## src/design/atp_pkg.sv

```systemverilog
// atp_pkg: shared types, widths and the cordic arctangent table for the tilt core
// no dependencies
`timescale 1ns / 1ps

package atp_pkg;

	localparam int SAMPLE_BITS_DEF     = 16;
	localparam int ANGLE_FRAC_BITS_DEF = 7;
	localparam int CORDIC_STAGES_DEF   = 16;

	localparam int OUT_BITS   = 15;
	localparam int RAD_BITS   = 62;
	localparam int ROOT_BITS  = 63;
	localparam int ROOT_STEPS = 31;
	localparam int VEC_BITS   = 64;
	localparam int ZFRAC      = 20;
	localparam int ZW         = 32;
	localparam int TABLE_LEN  = 24;

	typedef struct packed {
		logic neg;
		logic num_zero;
		logic mag_zero;
	} lane_side_t;

	function automatic logic signed [ZW-1:0] atan_tab(input int idx);
		logic signed [ZW-1:0] v;
		case (idx)
			0:  v = 32'sd47185920;
			1:  v = 32'sd27855475;
			2:  v = 32'sd14718068;
			3:  v = 32'sd7471121;
			4:  v = 32'sd3750058;
			5:  v = 32'sd1876857;
			6:  v = 32'sd938658;
			7:  v = 32'sd469357;
			8:  v = 32'sd234682;
			9:  v = 32'sd117342;
			10: v = 32'sd58671;
			11: v = 32'sd29335;
			12: v = 32'sd14668;
			13: v = 32'sd7334;
			14: v = 32'sd3667;
			15: v = 32'sd1833;
			16: v = 32'sd917;
			17: v = 32'sd458;
			18: v = 32'sd229;
			19: v = 32'sd115;
			20: v = 32'sd57;
			21: v = 32'sd29;
			22: v = 32'sd14;
			23: v = 32'sd7;
			default: v = '0;
		endcase
		return v;
	endfunction

endpackage

```

## src/design/atp_cordic_cell.sv

```systemverilog
// atp_cordic_cell: one vectoring cordic rotation with its angle step
// depends on atp_pkg
`timescale 1ns / 1ps

module atp_cordic_cell #(
	parameter int STAGE = 0
) (
	input  logic                                clk,
	input  logic                                en,
	input  logic signed [atp_pkg::VEC_BITS-1:0] x_in,
	input  logic signed [atp_pkg::VEC_BITS-1:0] y_in,
	input  logic signed [atp_pkg::ZW-1:0]       z_in,
	input  atp_pkg::lane_side_t                 side_in,
	output logic signed [atp_pkg::VEC_BITS-1:0] x_q,
	output logic signed [atp_pkg::VEC_BITS-1:0] y_q,
	output logic signed [atp_pkg::ZW-1:0]       z_q,
	output atp_pkg::lane_side_t                 side_q
);

	localparam logic signed [atp_pkg::ZW-1:0] ANG = atp_pkg::atan_tab(STAGE);

	logic signed [atp_pkg::VEC_BITS-1:0] xs, ys;

	assign xs = x_in >>> STAGE;
	assign ys = y_in >>> STAGE;

	always_ff @(posedge clk) begin
		if (en) begin
			if (!y_in[atp_pkg::VEC_BITS-1]) begin
				x_q <= x_in + ys;
				y_q <= y_in - xs;
				z_q <= z_in + ANG;
			end else begin
				x_q <= x_in - ys;
				y_q <= y_in + xs;
				z_q <= z_in - ANG;
			end
			side_q <= side_in;
		end
	end

endmodule

```

## config.mk

```make
export PLATFORM = sky130hd
export DESIGN_NAME = atp_cordic_cell
export DESIGN_NICKNAME = d
export VERILOG_FILES = /design/src/design/atp_pkg.sv /design/src/design/atp_cordic_cell.sv
export SDC_FILE = /design/constraint.sdc
export NUM_CORES = 1
export LEC_CHECK = 0
export ABC_AREA = 1
export BUFFER_PORTS_ARGS = -buffer_cell sky130_fd_sc_hd__buf_4
export CAP_MARGIN = 20
export CORE_UTILIZATION = 25
export CTS_CLUSTER_SIZE = 28
export DETAILED_ROUTE_END_ITERATION = 7
export PLACE_DENSITY = 0.49
export RECOVER_POWER = 25
export SKIP_LAST_GASP = 1
export SYNTH_ARGS = -nofsm -noshare
export SYNTH_HDL_FRONTEND = slang
export SYNTH_SLANG_ARGS = --single-unit
```

## constraint.sdc

```tcl
create_clock -name clk -period 3.8 [get_ports clk]
set_input_delay 0 -clock clk [delete_from_list [all_inputs] [get_ports clk]]
set_output_delay 0 -clock clk [all_outputs]
set_load 0.01 [all_outputs]
```

**Word-level counts from Yosys, hierarchy flattened**

Index checks and enable logic that the tools add are counted.

- Word-level logic and storage cells: 14
- Memory bits (read-only): 0
- Memories kept: 0
- Bits in latches: 0
- Output and inout bits: 163
- Bits in writable memories: 0
- Register bits after elaboration: 163

- Muxes and demuxes: 3
- $add $sub $neg: 5
- Multipliers: 0
- Equal/unequal tests: 0
- Bitwise gates (word level): 0
- Divide/modulo/power cells: 0
- Shift-type cells: 0
- Reductions and logical operators: 0
- Magnitude comparators: 0

Operators by type and width:

| kind | number |
|---|---|
| two-way mux 64 bit | 2 |
| subtractor 64 bit | 2 |
| adder 64 bit | 1 |
| adder 32 x 27 -> 32 bit (second input constant) | 1 |
| two-way mux 32 bit | 1 |
| subtractor 32 x 27 -> 32 bit (second input constant) | 1 |

**Logic depth before layout (Yosys ltp)**

Gate-level depths: netlist (run 1).

- Depth after elaboration: 2
- Gate-level depth with buffers: 18

**Worst setup path after synthesis (run 1)**

No wires, ideal clock.

- Path kind: input-to-reg
- Start point: input y_in[63] (netlist name)
- End point: register z_q[29] (netlist name) (data pin)
- Stages: 9
- Buffers on the path: 2
- Arrival time: 1.595 ns
- Required time: 3.535 ns
- Setup slack: 1.939 ns
- Library setup time: 0.265 ns
- Cell sequence: inv_2 -> clkbuf_1 -> buf_2 -> ha_1 -> a21oi_1 -> nand2_1 -> a21oi_1 -> o21ai_0 -> xor2_1

- Longest elaborated chain between the ends: 1

Ends and longest elaborated chain:

| element | line | RTL |
|---|---|---|
| start: declaration | atp_cordic_cell.sv:11 | `input logic signed [atp_pkg::VEC_BITS-1:0] y_in,` |
| two-way mux 32 bit | atp_cordic_cell.sv:29 | `if (!y_in[atp_pkg::VEC_BITS-1]) begin` |
| end signal: assignment | atp_cordic_cell.sv:32 | `z_q <= z_in + ANG;` |
| end signal: assignment | atp_cordic_cell.sv:36 | `z_q <= z_in - ANG;` |
| end: declaration | atp_cordic_cell.sv:16 | `output logic signed [atp_pkg::ZW-1:0] z_q,` |

Every way passes these cells.
A chain may end at the register's enable or synchronous reset.

**Final worst setup path (run 1)**

- Start point: input y_in[0] (netlist name)
- End point: register y_q[60] (netlist name) (data pin)

- Longest elaborated chain between the ends: 2
- Elaborated cells between the ends (all ways): 3
- Classes of those cells: add/sub (2); mux (1)

Ends and longest elaborated chain:

| element | line | RTL |
|---|---|---|
| subtractor 64 bit or adder 64 bit (tied branches) | atp_cordic_cell.sv:31, atp_cordic_cell.sv:35 |  |
| two-way mux 64 bit * | atp_cordic_cell.sv:29 |  |
| end signal: assignment | atp_cordic_cell.sv:31 | `y_q <= y_in - xs;` |
| end signal: assignment | atp_cordic_cell.sv:35 | `y_q <= y_in + xs;` |
| end: declaration | atp_cordic_cell.sv:15 | `output logic signed [atp_pkg::VEC_BITS-1:0] y_q,` |

Mark *: on every way between the ends. The rest lies on a longest branch, timed or not.

==> results of run 1 <==
## layer usage
| layer | vias up | track usage |
|---|---|---|
| met5 | - | 0 |
| met4 | 0 | 0.0736 |
| met3 | 107 | 0.0232 |
| met2 | 810 | 0.380 |
| met1 | 11866 | 0.302 |
| li1 | 13049 | - |
## placed cells by master, fill, tap and decap left out, types with 24 or more instances in the layout
cell,Yosys,final
nand4_1,48,48
nand2_1,1575,1575
o21ai_0,116,116
dlygate4sd3_1,0,41
clkbuf_4,0,24
clkbuf_1,14,48
buf_4,30,258
a21oi_1,184,184
inv_1,903,903
nand3_1,325,325
ha_1,214,214
edfxtp_1,162,162
xor2_1,49,49
nor2_1,299,299
## power groups by stage
stage,Clock [mW],Combinational [mW],Sequential (mW)
6_report,1.99,3.83,2.40
4_1_cts,2.07,3.85,2.41
3_5_place_dp,0,3.80,2.44
3_3_place_gp,0,3.81,2.44
5_1_grt,2.10,4.19,2.42
2_1_floorplan,0,2.05,2.52
## area by class of cell
cell class              count  area (um^2)
fillers                 10554        64100
multi-input cells        2925        14400
flip-flops and latches    162         4860
inverters                 909         3410
repair buffers            375         2780
well taps                1243         1560
clock buffers              17          425
clock inverters            15          204
diodes                      4         10.0
## flip-flops by register name, indices dropped and copies added (netlist names)
signal  flops
y_q        63
side_q      3
x_q        64
z_q        32
## through the flow
step                      setup WS [ns]  cell area, um^2  hold slack, ns  cells
after floorplan                    1.94            23200          0.0989   4085
after global placement            0.919            26800           0.179   5573
after detailed placement          0.955            26800           0.180   5573
after CTS                          1.11            27800          0.0159   5646
after global routing              0.867            27700          0.0830   5647
final                             0.983            27700          0.0459   5650
## critical path: cells and delay by family
kind                       cells  cell delay [ns]
adders and majority gates      2             0.62
and+or+nand+nor               11             1.51
buffers and inverters          4             0.96
## cell families after synthesis
family / synth area share
multiplexers: 0.000863
XOR/XNOR: 0.0211
AND/OR/NAND/NOR: 0.401
adder cells (fa/ha/maj): 0.118
buffers and inverters: 0.169
flip-flops: 0.210
AO/OA/AOI/OAI: 0.0805
## synthesized netlist by cell type (11+ instances only)
library cell and count:
nor3_1 14, nor2_1 299, nand3_1 325, nand2_1 1575
o21ai_0 116, clkbuf_1 14, o22ai_1 13, xor2_1 49
buf_2 34, o21bai_1 22, nor2_2 11, edfxtp_1 162
ha_1 214, nand4_1 48, inv_1 903, a21oi_1 184
buf_4 30
## worst max-delay path by stage
stage	slack, ns	depth (start not counted)	to	start
after CTS	1.11	17	y_q[60]	y_in[0]
after global placement	0.92	13	x_q[33]	x_in[17]
after global routing	0.87	17	y_q[60]	y_in[0]
final	0.98	17	y_q[60]	y_in[0]
after floorplan	1.94	9	z_q[29]	y_in[63]
after detailed placement	0.95	13	x_q[33]	x_in[20]
==> run summary, run 1 <==
The detailed placer's ending HPWL was 92400 um. The vertical die dimension is 307 um. The area share of the leading cell type in the synthesized netlist was 0.255; the final RePlAce weighted congestion was 0.971. The number of library cell types mapped by synthesis was 36. The maximum number of pins on one net before global-route repair is 135, and the cell depth of the worst min-delay path is 4. Net switching component of the power: 3.77 mW. The net count of the finished layout is 4772.

Setup repair after global routing left no endpoint under its margin. Synthesized cell area: 23200 um^2. The tools report the number of pins with negative max-slew slack in the final report as 0. On the worst path, the slowest cell contributes a delay of 0.53 ns.

From synthesis to final layout, the design area changed by 19.3%. The critical path goes through dlygate4sd3_1, buf_4, inv_1, ha_1, fa_1, inv_1, nand2_1, nand3_1, nand2_1, nand3_1, nand2_1, nand2_1, nand2_1, nand2_1, nand2_1, nand3_1, nand2_1. The run gives 15.4 nW as the leakage power of the design. Part of the total power dissipated in combinational logic: 0.466. The sequential cell fraction of total power was 0.292; the average routed wire per standard cell was 19.1 um.

Summed over all instances, the cell type with the most area after synthesis is nand2_1. During placement, the flow inserted port buffers numbering 327. The total congestion overflow after global routing is 0. Summing internal, switching and leakage power gives 8.22 mW. The die covers 94000 um^2. The proportion of register bits with asynchronous set or reset after synthesis works out to 0. The number of nets in the synthesized netlist is 4467, and the all-layer global routing usage is 0.226. Buffers inserted to repair hold after CTS numbered 41. Dividing total power by cell area gives a power density of 297 nW/um^2.

Clock share of power: 0.243. Once the clock tree was built, the setup fixing pass inserted 0 buffers. TritonCTS created 17 clock buffers.

In this run the worst path has a maximum fanout of 4. The number of resized instances in the post-cts repair step came out at 0. After the first detailed-routing iteration, the DRC count stood at 2290. The fraction of final layout cells with drive strength greater than 1 came out at 0.0793. The required time at the endpoint of the critical path was 4.06 ns. The synthesized area per cell works out to 5.68 um^2. The worst hold path terminates at x_q[1]. The tools report the via count of the first global-routing pass as 24804. The run gives 0.210 as the sequential share of the synthesized area.

The worst hold path begins at x_in[1]. The number of antenna violations at the first check in global routing is 7, and the clock transition at the registers of the reported paths is 0.09 ns. The fraction of the core area covered by cells at the end of the flow is 0.301. STA puts the critical path data arrival time at 3.08 ns. The synthesized design contains 162 register bits.

The tools report the wire length the detailed router placed on met1 as 48700 um. The hold violation count in the final report is 0, and the number of enable-type register cells in the synthesized netlist is 162. Number of sinks handled by clock tree synthesis: 162. After detailed routing, the number of remaining DRC violations is 0. STA classifies the critical path endpoint as a register. The net switching fraction of the power works out to 0.458. After routing, the total negative slack on setup checks comes to 0 ns. In the detailed route, the total length drawn on met2 is 50000 um. The largest individual stage delay along the critical path comes from the cell dlygate4sd3_1. The share of the clock period used by the worst path is 0.741, and the via density per instance is 4.57. At the pin with the least slew margin, the transition time is 0.865 ns. The width of the die works out to 307 um. By area the synthesized netlist is led by nand2_1 25%, edfxtp_1 21%, inv_1 15%, ha_1 12%, nand3_1 7.0%. The total area inside the core boundary comes to 91800 um^2. Across the run, the number of max-cap violations was 0. For the maximum ir drop on the vdd rail, the log shows 0.000267 V. The routed layout has 25832 vias. The routed design uses 5800 um of met3 wire. The tightest min-delay check is of the in -> reg type. Synthesis produced a netlist whose cell count is 4085. The total I/O pin count was 328; the wire length after detailed routing was 108000 um. No sink is reached through more buffers than the 2 on the longest clock path. The first global-routing pass estimated 156000 um of wire. Buffer cell driving the clock tree root: clkbuf_16. For the number of detailed-routing iterations run before antenna repair, the log shows 6. The floorplan has 111 rows. Among the stages of the critical path, the cell type that occurs most often is nand2_1. Cell internal power was estimated by the tool at 4.45 mW. For the remaining max-slew budget at the tightest pin, the log shows 0.423. Startpoint kind of the worst setup timing path: a primary input. The detailed router used layers up to and including met4.

The detail route stage leaves a number of antenna-violating nets equal to 0. Counting I/O delays and the setup requirement, the final critical path takes 2.82 ns. The run finished with clean final reports.

The number of failing setup endpoints in the final timing report is 0, and the H-tree depth is 4. Among all flip-flop cells after synthesis, the most frequent one is edfxtp_1. The worst setup path is of the in -> reg kind. Based on the critical path, the design can be clocked at up to 355 MHz.

The effective utilization at floorplan was 0.253; the number of warning messages in the yosys log was 0. TritonCTS built the clock tree.
Note: power is estimated with default switching activity, not from simulation.
==> inputs of run 2 (changes only) <==
--- a/config.mk
+++ b/config.mk
@@ -11,7 +11,7 @@
 export CORE_UTILIZATION = 25
 export CTS_CLUSTER_SIZE = 28
 export DETAILED_ROUTE_END_ITERATION = 7
-export PLACE_DENSITY = 0.49
+export PLACE_DENSITY = 0.51
 export RECOVER_POWER = 25
 export SKIP_LAST_GASP = 1
 export SYNTH_ARGS = -nofsm -noshare
==> constraint.sdc (replaced) <==
create_clock -name clk -period 2.4 [get_ports clk]
set_input_delay 0 -clock clk [delete_from_list [all_inputs] [get_ports clk]]
set_output_delay 0 -clock clk [all_outputs]
set_load 0.01 [all_outputs]
==> run summary, run 2 (synthesized netlist as in run 1, its figures left out) <==
For the number of antenna violations at the first check in global routing, the log shows 7. The critical-path cell with the highest stage delay was dlygate4sd3_1. Total number of vias: 27425. After the first detailed-routing iteration, the DRC count stood at 2215.

The register with the most flip-flops in the layout has 64 of them. By startpoint and endpoint, the worst setup path is classified as in -> reg. The vertical die dimension came out at 307 um. Setup repair after global routing could not meet its margin everywhere. For the number of pins with negative max-slew slack in the final report, the log shows 40. The number of nets in the layout came out at 5268. The clock passes through at most 2 buffers. The classification of the worst-slack hold path is in -> reg.

Signal routing reaches up to met5. The leading cell type in the layout, fill and taps excluded is nand2_1. The clock transition at the registers of the reported paths is 0.09 ns, and the sum of met3 wire segment lengths after detailed routing is 6400 um. Row generation in the floorplan step produced 111 rows. Walking the worst path, the cells encountered are buf_4, dlygate4sd3_1, buf_4, ha_1, o21bai_2, buf_4, nand2_1, nand3_1, nand2_1, nand2_1, nand2_1, nand2_1, buf_4, nand2_1, nand2_1, nand2_1, nand3_1, nand2_1. The number of max-cap violations came out at 1. The delay of the slowest critical-path stage came out at 0.55 ns.

The startpoint kind of the worst setup timing path is a primary input. Hold violation count in the final report: 0. The library cells used most frequently in the layout, excluding fill and tap cells, are 1574 x nand2_1, 903 x inv_1, 729 x buf_4, 325 x nand3_1, 299 x nor2_1. TritonCTS created 17 clock buffers. The tools report the detailed placer's ending HPWL as 97100 um.

STA puts the critical path data arrival time at 2.61 ns. After global routing the overflow that remains totals 0. The category of the worst setup path capture point was a register. The tools report the detailed-route DRC error count as 0. TritonCTS built the clock tree.

The register with the highest flop count was x_q. The share of the clock period used by the worst path is 0.974, and the maximum number of pins on one net before global-route repair is 135. The logs give 2.67 ns for the required time at the endpoint of the critical path and 112000 um for the wire length after detailed routing. The fraction of final layout cells with drive strength greater than 1 was 0.170. The minimum clock period after layout came out at 2.34 ns. In this run the remaining antenna-violating nets after routing total 0. During placement, the flow inserted port buffers numbering 327. The power after layout is 14.2 mW, and the worst-margin pin slew is 1.65 ns.

Detailed routing placed a total of 51500 um of wire on met2. The end of the worst hold path is z_q[28]. The run finished, with violations left. The layout overhead on the synthesized area is 35.7%. For this design the ratio of total power to cell area is 450 nW/um^2. By instance count, the cell type seen most on the critical path is nand2_1.

The via count of the first global-routing pass came out at 26410. Total I/O pin count: 328. The tools report the beginning of the worst hold path as z_in[28]. The run gives 163000 um as the global-route wire length before repair. The tools report the origin of the worst setup path as y_in[0]. The all-layer global routing usage was 0.235. Of all nets on the critical path, the largest fanout is 3.

Number of sinks handled by clock tree synthesis: 162. The logs give 4 for the H-tree depth and 0.253 for the effective utilization at floorplan. The layout has 10291 filler cells.

The final RePlAce weighted congestion is 1.01. Dividing the detail-routed via count by the number of cells gives 4.46. IR analysis of the VDD net gives a maximum drop of 0.000598 V. Across the whole layout, storage elements account for 4860 um^2. In this run the standard cell core region covers 91800 um^2. The logs give 94000 um^2 for the overall die area and 31500 um^2 for the cell area after layout. The tools report the buffer cell driving the clock tree root as clkbuf_16. The wire length the detailed router placed on met1 is 51600 um. Once the clock tree was built, the setup fixing pass inserted 0 buffers. Width of the die: 307 um. Average routed wire per standard cell: 18.3 um. Along the worst hold path, the cell count comes to 4. For the remaining max-slew budget at the tightest pin, the log shows -0.0971. For this run, the detailed router's first-pass iteration total came to 6.

For this design the static power due to leakage is 17.9 nW. The maximum frequency from static timing analysis is 428 MHz. Number of failing setup endpoints in the final timing report: 0. The largest registers in the layout are x_q (64), y_q (63), z_q (32). The logs give 30700 um^2 for the placement-stage cell area and 0.343 for the fraction of the core area covered by cells at the end of the flow. The final reports fail on max-capacitance violations, max-slew violations. The area occupied by multi-input gates came out at 14400 um^2.
[run 2: cell types whose count changed in the layout (fill, tap and decap cells not counted), sizes merged, moves of 2 or more]
cell    delta
buf      +482
bufinv     +2
clkbuf    +15
clkinv     -5
diode      -3
inv        +2
[run 2: critical path: cells and delay by family]
kind | cells | cell delay, ns
simple gates | 11 | 0.97
fa+ha+maj | 1 | 0.21
buf+inv | 5 | 1.16
compound gates | 1 | 0.27
[run 2: worst max path at each step]
stage | end | slack, ns | cells after the start
floorplan | z_q[29] | 0.54 | 9
global placement | y_q[46] | -0.25 | 17
detailed placement | y_q[46] | -0.18 | 17
CTS | x_q[28] | 0.08 | 14
global route | x_q[46] | -0.009 | 18
finish | x_q[62] | 0.06 | 18
[run 2: cell type report]
type / instances / share of cell area
well taps: 1243 / 0.0494
clock inverters: 13 / 0.00596
inverters: 909 / 0.108
repair buffers: 871 / 0.210
clock buffers: 19 / 0.0138
flip-flops and latches: 162 / 0.155
multi-input cells: 2925 / 0.458
diodes: 1 / 0.0000795
[run 2: report_power, final]
part	switching (mW)	internal (mW)
clock	1.56	1.68
sequential	0.175	3.62
combinational	4.36	2.76
total	6.10	8.07
[run 2: what timing repair did]
item                                    4_1_cts  5_1_grt
resized for setup                             0        2
hold buffers                                 42        0
endpoints found under the setup margin        0       10
hold endpoints to repair                     65        0
[run 2: per-stage QoR]
step | TNS [ns] | std cells | setup slack [ns] | hold WS [ns]
2_1_floorplan | 0 | 4085 | 0.539 | 0.0989
3_3_place_gp | -4.94 | 6068 | -0.255 | 0.179
3_5_place_dp | -4.34 | 6068 | -0.184 | 0.179
4_1_cts | 0 | 6142 | 0.0816 | 0.0233
5_1_grt | -0.0171 | 6143 | -0.00890 | 0.0944
6_report | 0 | 6143 | 0.0618 | 0.0717
[run 2: per-layer routing]
metal,GRT usage,vias to the layer above
met4,0.0687,8
li1,-,14016
met3,0.0304,99
met5,0,-
met2,0.391,793
met1,0.316,12509
