`config.mk`:
```
export PLATFORM = sky130hd
export DESIGN_NAME = atp_sqrt_cell
export DESIGN_NICKNAME = d
export VERILOG_FILES = /design/src/design/atp_pkg.sv /design/src/design/atp_sqrt_cell.sv
export SDC_FILE = /design/constraint.sdc
export NUM_CORES = 1
export LEC_CHECK = 0
export ABC_CLOCK_PERIOD_IN_PS = 5110
export BUFFER_PORTS_ARGS = -buffer_cell sky130_fd_sc_hd__buf_2
export CORE_MARGIN = 10
export CORE_UTILIZATION = 40
export CTS_BUF_LIST = sky130_fd_sc_hd__clkbuf_16
export CTS_CLUSTER_SIZE = 16
export DETAILED_ROUTE_END_ITERATION = 16
export HOLD_SLACK_MARGIN = 0.12
export MAX_ROUTING_LAYER = met4
export PLACE_DENSITY = 0.71
export SYNTH_ARGS = -nofsm -noshare
export SYNTH_HDL_FRONTEND = slang
export SYNTH_SLANG_ARGS = --single-unit
```
`constraint.sdc`:
```
create_clock -name clk -period 5.11 [get_ports clk]
set_clock_uncertainty 0.05 [all_clocks]
set_input_delay 0.7665 -clock clk [delete_from_list [all_inputs] [get_ports clk]]
set_output_delay 0.7665 -clock clk [all_outputs]
set_load 0.005 [all_outputs]
```
`src/design/atp_pkg.sv`:
```
// atp_pkg: shared types, widths and the cordic arctangent table for the tilt core
// no dependencies
`timescale 1ns / 1ps

package atp_pkg;

	localparam int SAMPLE_BITS_DEF     = 16;
	localparam int ANGLE_FRAC_BITS_DEF = 7;
	localparam int CORDIC_STAGES_DEF   = 16;

	localparam int OUT_BITS   = 15;
	localparam int RAD_BITS   = 62;
	localparam int ROOT_BITS  = 63;
	localparam int ROOT_STEPS = 31;
	localparam int VEC_BITS   = 64;
	localparam int ZFRAC      = 20;
	localparam int ZW         = 32;
	localparam int TABLE_LEN  = 24;

	typedef struct packed {
		logic neg;
		logic num_zero;
		logic mag_zero;
	} lane_side_t;

	function automatic logic signed [ZW-1:0] atan_tab(input int idx);
		logic signed [ZW-1:0] v;
		case (idx)
			0:  v = 32'sd47185920;
			1:  v = 32'sd27855475;
			2:  v = 32'sd14718068;
			3:  v = 32'sd7471121;
			4:  v = 32'sd3750058;
			5:  v = 32'sd1876857;
			6:  v = 32'sd938658;
			7:  v = 32'sd469357;
			8:  v = 32'sd234682;
			9:  v = 32'sd117342;
			10: v = 32'sd58671;
			11: v = 32'sd29335;
			12: v = 32'sd14668;
			13: v = 32'sd7334;
			14: v = 32'sd3667;
			15: v = 32'sd1833;
			16: v = 32'sd917;
			17: v = 32'sd458;
			18: v = 32'sd229;
			19: v = 32'sd115;
			20: v = 32'sd57;
			21: v = 32'sd29;
			22: v = 32'sd14;
			23: v = 32'sd7;
			default: v = '0;
		endcase
		return v;
	endfunction

endpackage

```
`src/design/atp_sqrt_cell.sv`:
```
// atp_sqrt_cell: one digit step of the restoring integer square root
// depends on atp_pkg
`timescale 1ns / 1ps

module atp_sqrt_cell #(
	parameter int BIT_POS = 60
) (
	input  logic                                clk,
	input  logic                                en,
	input  logic [atp_pkg::ROOT_BITS-1:0]       rem_in,
	input  logic [atp_pkg::ROOT_BITS-1:0]       root_in,
	input  logic signed [atp_pkg::VEC_BITS-1:0] y_in,
	input  atp_pkg::lane_side_t                 side_in,
	output logic [atp_pkg::ROOT_BITS-1:0]       rem_q,
	output logic [atp_pkg::ROOT_BITS-1:0]       root_q,
	output logic signed [atp_pkg::VEC_BITS-1:0] y_q,
	output atp_pkg::lane_side_t                 side_q
);

	localparam logic [atp_pkg::ROOT_BITS-1:0] BITV = atp_pkg::ROOT_BITS'(1) << BIT_POS;

	logic [atp_pkg::ROOT_BITS-1:0] trial;

	assign trial = root_in + BITV;

	always_ff @(posedge clk) begin
		if (en) begin
			if (rem_in >= trial) begin
				rem_q  <= rem_in - trial;
				root_q <= (root_in >> 1) + BITV;
			end else begin
				rem_q  <= rem_in;
				root_q <= root_in >> 1;
			end
			y_q    <= y_in;
			side_q <= side_in;
		end
	end

endmodule

```
# After elaboration in Yosys (flattened, before gate mapping)
# Cells that the tools add are included.
# op_classes
mux,2
addsub,3
order_cmp,1
# ops
operator,n
$add 62x61->63 const B,1
$add 63x61->63 const B,1
$ge 63x63->1,1
$mux 63,1
$sub 63x63->63,1
$mux 62,1
# totals
register_bits,193

# Depth between registers and ports, before layout
# Gate-level depths: netlist (run 1).
# depth
depth_word,3
depth_mapped,14
mapped_depth_nobuf,13

# Least setup slack after synthesis (run 1)
# No wires, ideal clock.
# synth_timing
path_type,in2reg
from,input rem_in[0] in the netlist's numbering
to,"register rem_q[60] in the netlist's numbering, data pin"
path_buffers,0
setup_time_ps,169
t_required_ps,4891
t_arrival_ps,3551
cell_stages,13
path_slack_ps,1340
cell_sequence,inv_1 > ha_1 > inv_1 > fa_1 > a21o_1 > a221o_1 > a21o_1 > a2111o_1 > a31oi_2 > nor3b_1 > nor2_1 > mux2_2 > o31ai_1
# synth_via
elab_chain_len,2
elab_cells_between_ends,3
classes_between,add/sub (1); order compare (1); mux (1)
# synth_lines
element,line,source
"start, declared",atp_sqrt_cell.sv:10,"input logic [atp_pkg::ROOT_BITS-1:0] rem_in,"
$sub 63x63->63 or $ge 63x63->1 (tied branches),"atp_sqrt_cell.sv:29, atp_sqrt_cell.sv:28",
$mux 63 (*),atp_sqrt_cell.sv:28,if (rem_in >= trial) begin
"end signal, assigned",atp_sqrt_cell.sv:29,rem_q <= rem_in - trial;
"end signal, assigned",atp_sqrt_cell.sv:32,rem_q <= rem_in;
"end, declared",atp_sqrt_cell.sv:14,"output logic [atp_pkg::ROOT_BITS-1:0] rem_q,"
# Every way passes the cells marked *; elsewhere a longest branch is shown, timed or not.
# A chain may end at the register's enable or synchronous reset.

# Worst setup path in the final report (run 1)
# Ends and elaborated chain as after synthesis.

==> flow_metrics.tcl, run 1 <==
set metrics [dict create \
    cts_tree "yes" \
    hold_viol_final 0 \
    port_buffers 387 \
    layout_common_cells "buf_2, edfxtp_1, inv_1" \
    cp-start-kind "input port" \
    path_max_fanout 4 \
    syn-cell-area_um2 11000 \
    fin_setup_tns_ps 0 \
    cts_resized 0 \
    drive_gt1_share_pct 35.9 \
    worst_ep_required_time_ps 5300 \
    cts_sinks 193 \
    synth_seq_cells 193 \
    wl_um 36700 \
    yosysSeqAreaShare_pct 52.5 \
    yosys.cell_types.count 62 \
    synthCells 957 \
    avgSynthCellArea_um2 11.5 \
    grt_pass1_vias 9292 \
    tightest_slew_ps 1040 \
    globalplace.congestion 0.888 \
    h-tree-depth 4 \
    clk_pin_slew_ps 80 \
    dieArea_um2 34700 \
    nNetsFinal 1586 \
    powerDensity_nw_per_um2 326 \
    slew_violations 0 \
    grtUsageTotal_pct 20.8 \
    grt_antenna_before_repair 12 \
    layout_commonest_cell "buf_2" \
    status "complete, no violations" \
    p_total_mw 4.54 \
    fmax_ghz 0.247 \
    fin_crit_sh_pct 79.2 \
    hp-class "input port to flip-flop" \
    pin_count 388 \
    p_leak_nw 6.41 \
    rows 60 \
    async_flop_share_pct 0 \
    hpwlAfterDp_um 29100 \
    vias_per_cell 5.36 \
    dr.pass1.iters 5 \
    n_fill_cell 2426 \
    wl_per_cell_um 21.7 \
    multi_input_area_um2 4680 \
    grt_overflow 0 \
    initial_core_util_pct 40.9 \
    crit_arrival_ps 4240 \
    end_kind "flip-flop" \
    grt_pass1_wl_um 53600 \
    synth-edff-count 193 \
    setup_viol 0 \
    cts_buffers 17 \
    drc 0 \
    ant_nets 0 \
    syn2layout_area_growth_pct 26.0 \
    cp-startpoint "rem_in[0]" \
    synthesis.nets 1219 \
    rsz0062_at_grt "false" \
    clock-root-buffer "clkbuf_16" \
    vias 9052 \
    yosys_warnings 0 \
    crit_end "rem_q[60]" \
    cts.repair_timing.setup_buffer_count 0 \
    slew_headroom_pct 30.6 \
    vdd_drop_max_mv 0.144 \
    die_w_um 186 \
    ctsHoldBuffers 0 \
    setup.worst_path.class "input port to flip-flop" \
    period_needed_ps 4050 \
    core_um2 27000 \
    register_area_um2 5800 \
    drt_iter0_markers 553 \
    drv_cap 0 \
    grt_max_degree 106 \
    synth_ff_type "edfxtp_1" \
    die_h_um 186 \
    clockBufferDepth 2 \
]
layer usage:
layer | global-route usage (%) | routed length, um
met5 | - | 0
met4 | 5.29 | 614
met3 | 6.09 | 3160
met2 | 35.4 | 18200
met1 | 23.5 | 14700
per-stage QoR:
stage | worst slack (ps) | hold slack, ps | utilization [%] | std cells | area, um^2
finish | 1060 | 447 | 51.5 | 1690 | 13900
floorplan | 1340 | 815 | - | 957 | 11000
global placement | 675 | 893 | 49.1 | 1646 | 13300
CTS | 1090 | 434 | 51.4 | 1678 | 13900
global route | 906 | 424 | 51.5 | 1690 | 13900
detailed placement | 652 | 895 | 49.1 | 1646 | 13300
cells by family after synthesis:
| logic type | Yosys count | share of synthesized area (%) |
|---|---|---|
| AOI/OAI and AO/OA | 256 | 15.5 |
| xor gates and xnor gates | 51 | 4.04 |
| and+or+nand+nor | 206 | 9.07 |
| muxes | 45 | 6.08 |
| DFF | 193 | 52.5 |
| adders and majority gates | 67 | 7.66 |
| buffers and inverters | 139 | 5.17 |
synthesized netlist by cell type, drive strengths merged, types with 5 or more instances:
master    n  area share (%)
a211oi    5            0.50
a21boi    5            0.34
a21o     49             3.3
a21oi    75             3.4
a221oi    7            0.61
a31oi     7            0.45
and3      8            0.45
buf      14            0.92
clkbuf   32             1.1
edfxtp  193              52
ha       66             7.5
inv      93             3.2
mux2     45             6.1
nand2    56             1.9
nand2b    6            0.34
nand3    27             1.2
nand4    30             1.7
nor2     40             1.4
nor3     22             1.0
o211ai    6            0.50
o21a     15             1.0
o21ai    45             2.0
o21bai   14            0.95
o31ai     9            0.66
xnor2    35             2.8
xor2     16             1.3
state kept, by name, summed over array words and instances, names as in the netlist:
register,count
rem_q,63
root_q,63
y_q,64
side_q,3
area by class of cell:
| cell class | count | share of cell area [%] |
|---|---|---|
| timing repair buffer | 394 | 14.5 |
| inverter | 93 | 2.51 |
| clock inverter | 15 | 1.41 |
| clock buffer | 17 | 3.06 |
| sequential | 193 | 41.7 |
| antenna | 12 | 0.216 |
| multi-input combinational | 625 | 33.6 |
| tap | 341 | 3.07 |
worst min-delay path by stage:
stage                          start   endpoint  cells past startpoint
after detailed placement    y_in[23]    y_q[23]                      1
after CTS                   y_in[22]    y_q[22]                      1
final                       y_in[45]    y_q[45]                      1
after floorplan           root_in[1]  root_q[0]                      0
after global placement      y_in[48]    y_q[48]                      1
after global routing        y_in[50]    y_q[50]                      1
power breakdown:
group	total [mW]	switching (mW)	internal [mW]	leakage [nW]
clock network	1.41	0.704	0.709	0.300
registers	1.99	0.0407	1.95	1.89
logic	1.14	0.622	0.516	4.22
critical path: stages:
cell and delay [ps]:
buf_2 110, inv_1 70, ha_1 140, inv_1 50, fa_1 400, a21o_1 220
a221o_1 360, a21o_1 250, a2111o_1 510, a31oi_2 310, nor3b_1 150, nor2_1 300
mux2_2 380, o31ai_1 230
(Power assumes the default switching activity.)
==> run 2, diff against run 1 <==
Settings changed: ABC_AREA set to 1, ABC_CLOCK_PERIOD_IN_PS 5110 to 3800, PLACE_DENSITY 0.71 to 0.7.
Clock period 5.11 ns to 3.8 ns, I/O delays scaled along.
==> run 2 against run 1 <==
Against the previous run: synthesized cell count is 85% higher; cell area up 15%; clock-buffer cell count unchanged; area after synthesis is 18% higher; combinational power grew 50%; core utilization down 1.1 points; hold slack got worse by 210 ps; global-route usage is 4.6 points higher; via count grew 37%; sequential share of layout area down 5.5 points; critical path type unchanged; largest cell class unchanged; highest routed layer unchanged.
==> flow_metrics.tcl, run 2 <==
set metrics [dict create \
    status "complete, no violations" \
    fin_crit_sh_pct 77.6 \
    drt_iter0_markers 865 \
    cts_sinks 193 \
    p_leak_nw 8.88 \
    hp-class "input port to flip-flop" \
    initial_core_util_pct 40.8 \
    cts_buffers 17 \
    clockBufferDepth 2 \
    grt_overflow 0 \
    clock-root-buffer "clkbuf_16" \
    p_comb_share_pct 27.7 \
    synth_ff_type "edfxtp_1" \
    largest_reg_flops 64 \
    fin_setup_tns_ps 0 \
    path_max_fanout 21 \
    crit_path_max_incr_delay_ps 340 \
    worst_ep_required_time_ps 3970 \
    grtUsageTotal_pct 25.4 \
    drive_gt1_share_pct 21.3 \
    vias_per_cell 4.74 \
    ant_nets 0 \
    clk_pin_slew_ps 80 \
    drv_cap 0 \
    wl_per_cell_um 19.3 \
    h-tree-depth 4 \
    finalWorstSetupSlack_ps 851 \
    hold_viol_final 0 \
    period_needed_ps 2950 \
    top_register "y_q" \
    globalplace.congestion 0.963 \
    grt_max_degree 79 \
    clock_power_share_pct 29.0 \
    cp_cell_sequence "buf_2 > ha_1 > xnor2_1 > ha_1 > nand2_1 > nor2_1 > nand3_1 > inv_1 > nand2_1 > nand2_1 > a21oi_2 > nand3_4 > buf_4 > nand3_1 > nand2_1" \
    layout_commonest_cell "nand2_1" \
    crit_arrival_ps 3120 \
    dieArea_um2 40100 \
    layout_common_cells "nand2_1, inv_1, buf_2" \
    worst_path_most_repeated_cell "nand2_1" \
    setup_viol 0 \
    nNetsFinal 2425 \
    slew_violations 0 \
    grt_pass1_vias 12200 \
    avgSynthCellArea_um2 7.35 \
    fmax_ghz 0.339 \
    synthesis.nets 2028 \
    vias 12400 \
    cts.repair_timing.setup_buffer_count 0 \
    pwr-share-seq_pct 43.4 \
    p_total_mw 6.19 \
    final_util_pct 50.4 \
    drc 0 \
    dr.pass1.iters 7 \
    synth_seq_cells 193 \
    die_w_um 200 \
    cp-start-kind "input port" \
    synth_most_common_cell "nand2_1" \
    p_sw_mw 2.09 \
    async_flop_share_pct 0 \
    synth.largest_area_cell "edfxtp_1" \
    synthCells 1766 \
    tightest_slew_ps 688 \
    dp.cells 2579 \
    cts_tree "yes" \
    yosysSeqAreaShare_pct 44.6 \
    ctsHoldBuffers 0 \
    port_buffers 387 \
    setup.worst_path.class "input port to flip-flop" \
    reg.largest.list "y_q: 64 flops, rem_q: 63 flops, root_q: 63 flops" \
    synthTopCellsByArea "edfxtp_1, nand2_1, inv_1, ha_1, nand3_1" \
    n_fill_cell 3218 \
    netlist.area_leader.share_pct 44.6 \
    end_kind "flip-flop" \
    place_ws_ps 355 \
    switching_share_pct 33.7 \
    rows 65 \
    grt_pass1_wl_um 75900 \
    crit_family "simple AND/OR/NAND/NOR gates" \
    cts_resized 0 \
    crit_slowest_cell "buf_4" \
    hpwlAfterDp_um 42700 \
    syn2layout_area_growth_pct 23.4 \
    wl_um 50500 \
    final_cells 2616 \
    pin_count 388 \
    yosys.cell_types.count 35 \
    slew_headroom_pct 53.8 \
    synth_commonest_cells "nand2_1, inv_1, edfxtp_1" \
    cp_num_buf_inv 3 \
    grt_antenna_before_repair 4 \
    yosys_warnings 0 \
    rsz0062_at_grt "false" \
    die_h_um 200 \
    powerDensity_nw_per_um2 386 \
    p_int_mw 4.10 \
    syn-cell-area_um2 13000 \
    vdd_drop_max_mv 0.297 \
    synth-edff-count 193 \
    core_um2 31800 \
]
[run 2: cell count changes after synthesis, moves of 14 or more]
cell      delta
nand2_1    +636
inv_1      +294
nand3_1    +128
nor2_1      +65
a21o_1      -49
mux2_4      -44
a21oi_1     -38
o21ai_0     -34
xnor2_1     -34
clkbuf_1    -31
o21a_1      -15
xor2_1      +14
[run 2: layer usage]
| layer | global-route usage [%] | wire length [um] |
|---|---|---|
| met1 | 32.7 | 23100 |
| met2 | 40.5 | 23600 |
| met3 | 4.93 | 3160 |
| met4 | 5.97 | 667 |
| met5 | - | 0 |
[run 2: power by group through the flow]
stage / registers (mW) / logic, mW / clock network, mW
floorplan: 2.77 / 0.900 / 0
global placement: 2.73 / 1.71 / 0
detailed placement: 2.73 / 1.73 / 0
CTS: 2.69 / 1.73 / 1.84
global route: 2.71 / 1.92 / 1.90
finish: 2.68 / 1.71 / 1.79
[run 2: kinds of logic after synthesis]
kind of cell / synth area share [%]
flops: 44.6
fa+ha+maj: 6.51
buf+inv: 12.7
simple gates: 32.3
compound gates: 1.81
xor+xnor: 2.09
[run 2: layout make-up]
class	count	area, um^2	area share [%]
tap	435	544	3.40
multi-input combinational	1158	5550	34.6
antenna	5	12.5	0.0781
inverter	396	1490	9.28
sequential	193	5800	36.2
timing repair buffer	397	2070	12.9
clock buffer	17	425	2.65
clock inverter	15	143	0.890
[run 2: path summary, 6_finish.rpt]
check	cells after the start	end	startpoint
hold / removal	1	y_q[56]	y_in[56]
setup / recovery	15	rem_q[45]	root_in[60]
[run 2: per-stage QoR]
stage | hold WS [ps] | cell area [um^2]
after floorplan | 619 | 13000
after global placement | 697 | 15400
after detailed placement | 699 | 15400
after CTS | 209 | 16000
after global routing | 215 | 16000
final | 237 | 16000
==> run 3, diff against run 2 <==
Settings changed: ABC_CLOCK_PERIOD_IN_PS 3800 to 2950.
Clock period 3.8 ns to 2.95 ns, I/O delays scaled along.
==> run 3 against run 2 <==
Against the previous run: setup slack got worse by 790 ps; non-clock buffer count rose by 149; clock-buffer cell count did not move; cell area rose by 9.9%; sequential power rose by 29%; clock power rose by 32%; critical endpoint is now rem_q[60]; global-route usage rose by 1.1 points; via count rose by 5.1%; core utilization rose by 5.0 points.
==> flow_metrics.tcl, run 3 (same netlist as run 2, synthesis figures left out) <==
set metrics [dict create \
    crit_arrival_ps 3070 \
    grtUsageTotal_pct 26.5 \
    nNetsFinal 2574 \
    dr.pass1.iters 5 \
    rsz0062_at_grt "true" \
    met2_usage_pct 43.9 \
    pin_count 388 \
    initial_core_util_pct 40.8 \
    clock_power_share_pct 28.5 \
    worst_ep_required_time_ps 3130 \
    core_um2 31800 \
    multi_input_area_um2 5680 \
    wl_per_cell_um 19.2 \
    p_comb_share_pct 29.5 \
    ant_nets 0 \
    rows 65 \
    vias_per_cell 4.72 \
    drt_iter0_markers 885 \
    final_util_pct 55.4 \
    globalplace.congestion 0.966 \
    top_register "y_q" \
    p_total_mw 8.27 \
    cts_buffers 17 \
    dieArea_um2 40100 \
    drv_cap 0 \
    cts_tree "yes" \
    grt_pass1_vias 12800 \
    hpwlAfterDp_um 42900 \
    fin_crit_sh_pct 98.1 \
    slew_headroom_pct 57.0 \
    end_kind "flip-flop" \
    h-tree-depth 4 \
    status "complete, no violations" \
    grt_overflow 0 \
    die_h_um 200 \
    layout_common_cells "nand2_1, inv_1, buf_2" \
    layout_commonest_cell "nand2_1" \
    powerDensity_nw_per_um2 469 \
    period_needed_ps 2890 \
    grt_antenna_before_repair 3 \
    setup_viol 0 \
    finalWorstSetupSlack_ps 57.5 \
    hp-start "root_in[30]" \
    use_met1_pct 33.9 \
    setup.worst_path.class "input port to flip-flop" \
    largest_reg_flops 64 \
    busiest_layer "met2" \
    met3_usage_pct 4.09 \
    drc 0 \
    reg.largest.list "y_q: 64 flops, rem_q: 63 flops, root_q: 63 flops" \
    drive_gt1_share_pct 22.7 \
    p_sw_mw 2.75 \
    switching_share_pct 33.2 \
    grt_max_degree 68 \
    whs_path_depth 1 \
    cp-start-kind "input port" \
    pwr-share-seq_pct 41.9 \
    fmax_ghz 0.346 \
    p_leak_nw 9.59 \
    clock-root-buffer "clkbuf_16" \
    vias 13000 \
    grt_pass1_wl_um 79600 \
    path_max_fanout 6 \
    wl_um 53000 \
    syn2layout_area_growth_pct 35.7 \
    port_buffers 387 \
    cts.repair_timing.setup_buffer_count 0 \
    n_fill_cell 3066 \
    cts_sinks 193 \
    register_area_um2 5800 \
    hold_viol_final 0 \
    clk_pin_slew_ps 80 \
    place_ws_ps 34.4 \
    clockBufferDepth 2 \
    design_area_um2 17600 \
    tightest_slew_ps 640 \
    hp-class "input port to flip-flop" \
    postPlaceCellArea_um2 15700 \
    die_w_um 200 \
    vdd_drop_max_mv 0.400 \
    slew_violations 0 \
    p_int_mw 5.52 \
    fin_setup_tns_ps 0 \
    worstHoldEndpoint "root_q[29]" \
]
## run 3: cell count changes in the layout (fill, tap and decap cells not counted), sizes merged
cell,previous run,this run
buf,396,428
bufinv,0,1
clkinv,6,7
clkinvlp,3,2
diode,5,3
dlygate4sd3,0,117
inv,402,401
## run 3: stage by stage
step,std cells,hold slack (ps)
after floorplan,1766,491
after global placement,2611,568
after detailed placement,2611,571
after CTS,2760,121
after global routing,2763,121
final,2763,134
## run 3: power by group through the flow
stage,Clock [mW],Sequential [mW],Combinational [mW]
3_3_place_gp,0,3.52,2.27
3_5_place_dp,0,3.52,2.29
4_1_cts,2.41,3.46,2.42
5_1_grt,2.49,3.49,2.71
6_report,2.36,3.47,2.44
2_1_floorplan,0,3.56,1.16
## run 3: worst max path at each step
stage,cells after the start,slack (ps),end,startpoint
global placement,14,80,rem_q[60],root_in[59]
CTS,15,70,rem_q[44],root_in[43]
floorplan,15,560,rem_q[19],root_in[60]
detailed placement,13,30,rem_q[44],root_in[60]
global route,14,-40,rem_q[44],root_in[15]
finish,15,60,rem_q[60],root_in[59]
## run 3: repair_timing
item	4_1_cts	5_1_grt
setup endpoints to repair	0	65
hold endpoints to repair	117	0
hold buffers	117	0
resized for setup	0	38
## run 3: routing by layer
metal | up-vias | wire length (um) | share of wire, %
li1 | 6557 | - | -
met1 | 5992 | 23800 | 45
met2 | 463 | 25500 | 48
met3 | 30 | 3080 | 5.8
met4 | 0 | 579 | 1.1
met5 | - | 0 | 0
## run 3: worst max-delay path, stage by stage
cell and delay [ps]:
dlygate4sd3_1 520, buf_2 100, inv_1 40, ha_1 360
nand2_1 160, inv_1 80, nand2_1 130, nor3_1 530
nand2_1 180, nor2_1 140, nand2_1 130, nand2_1 80
nand2_1 50, nand3_1 70, nand2_1 50
## run 3: layout make-up
class                   instances  area share, %
flip-flops and latches        193           32.9
multi-input cells            1158           32.2
repair buffers                546           20.0
inverters                     396           8.44
well taps                     435           3.09
clock buffers                  17           2.41
clock inverters                15          0.874
diodes                          3         0.0426
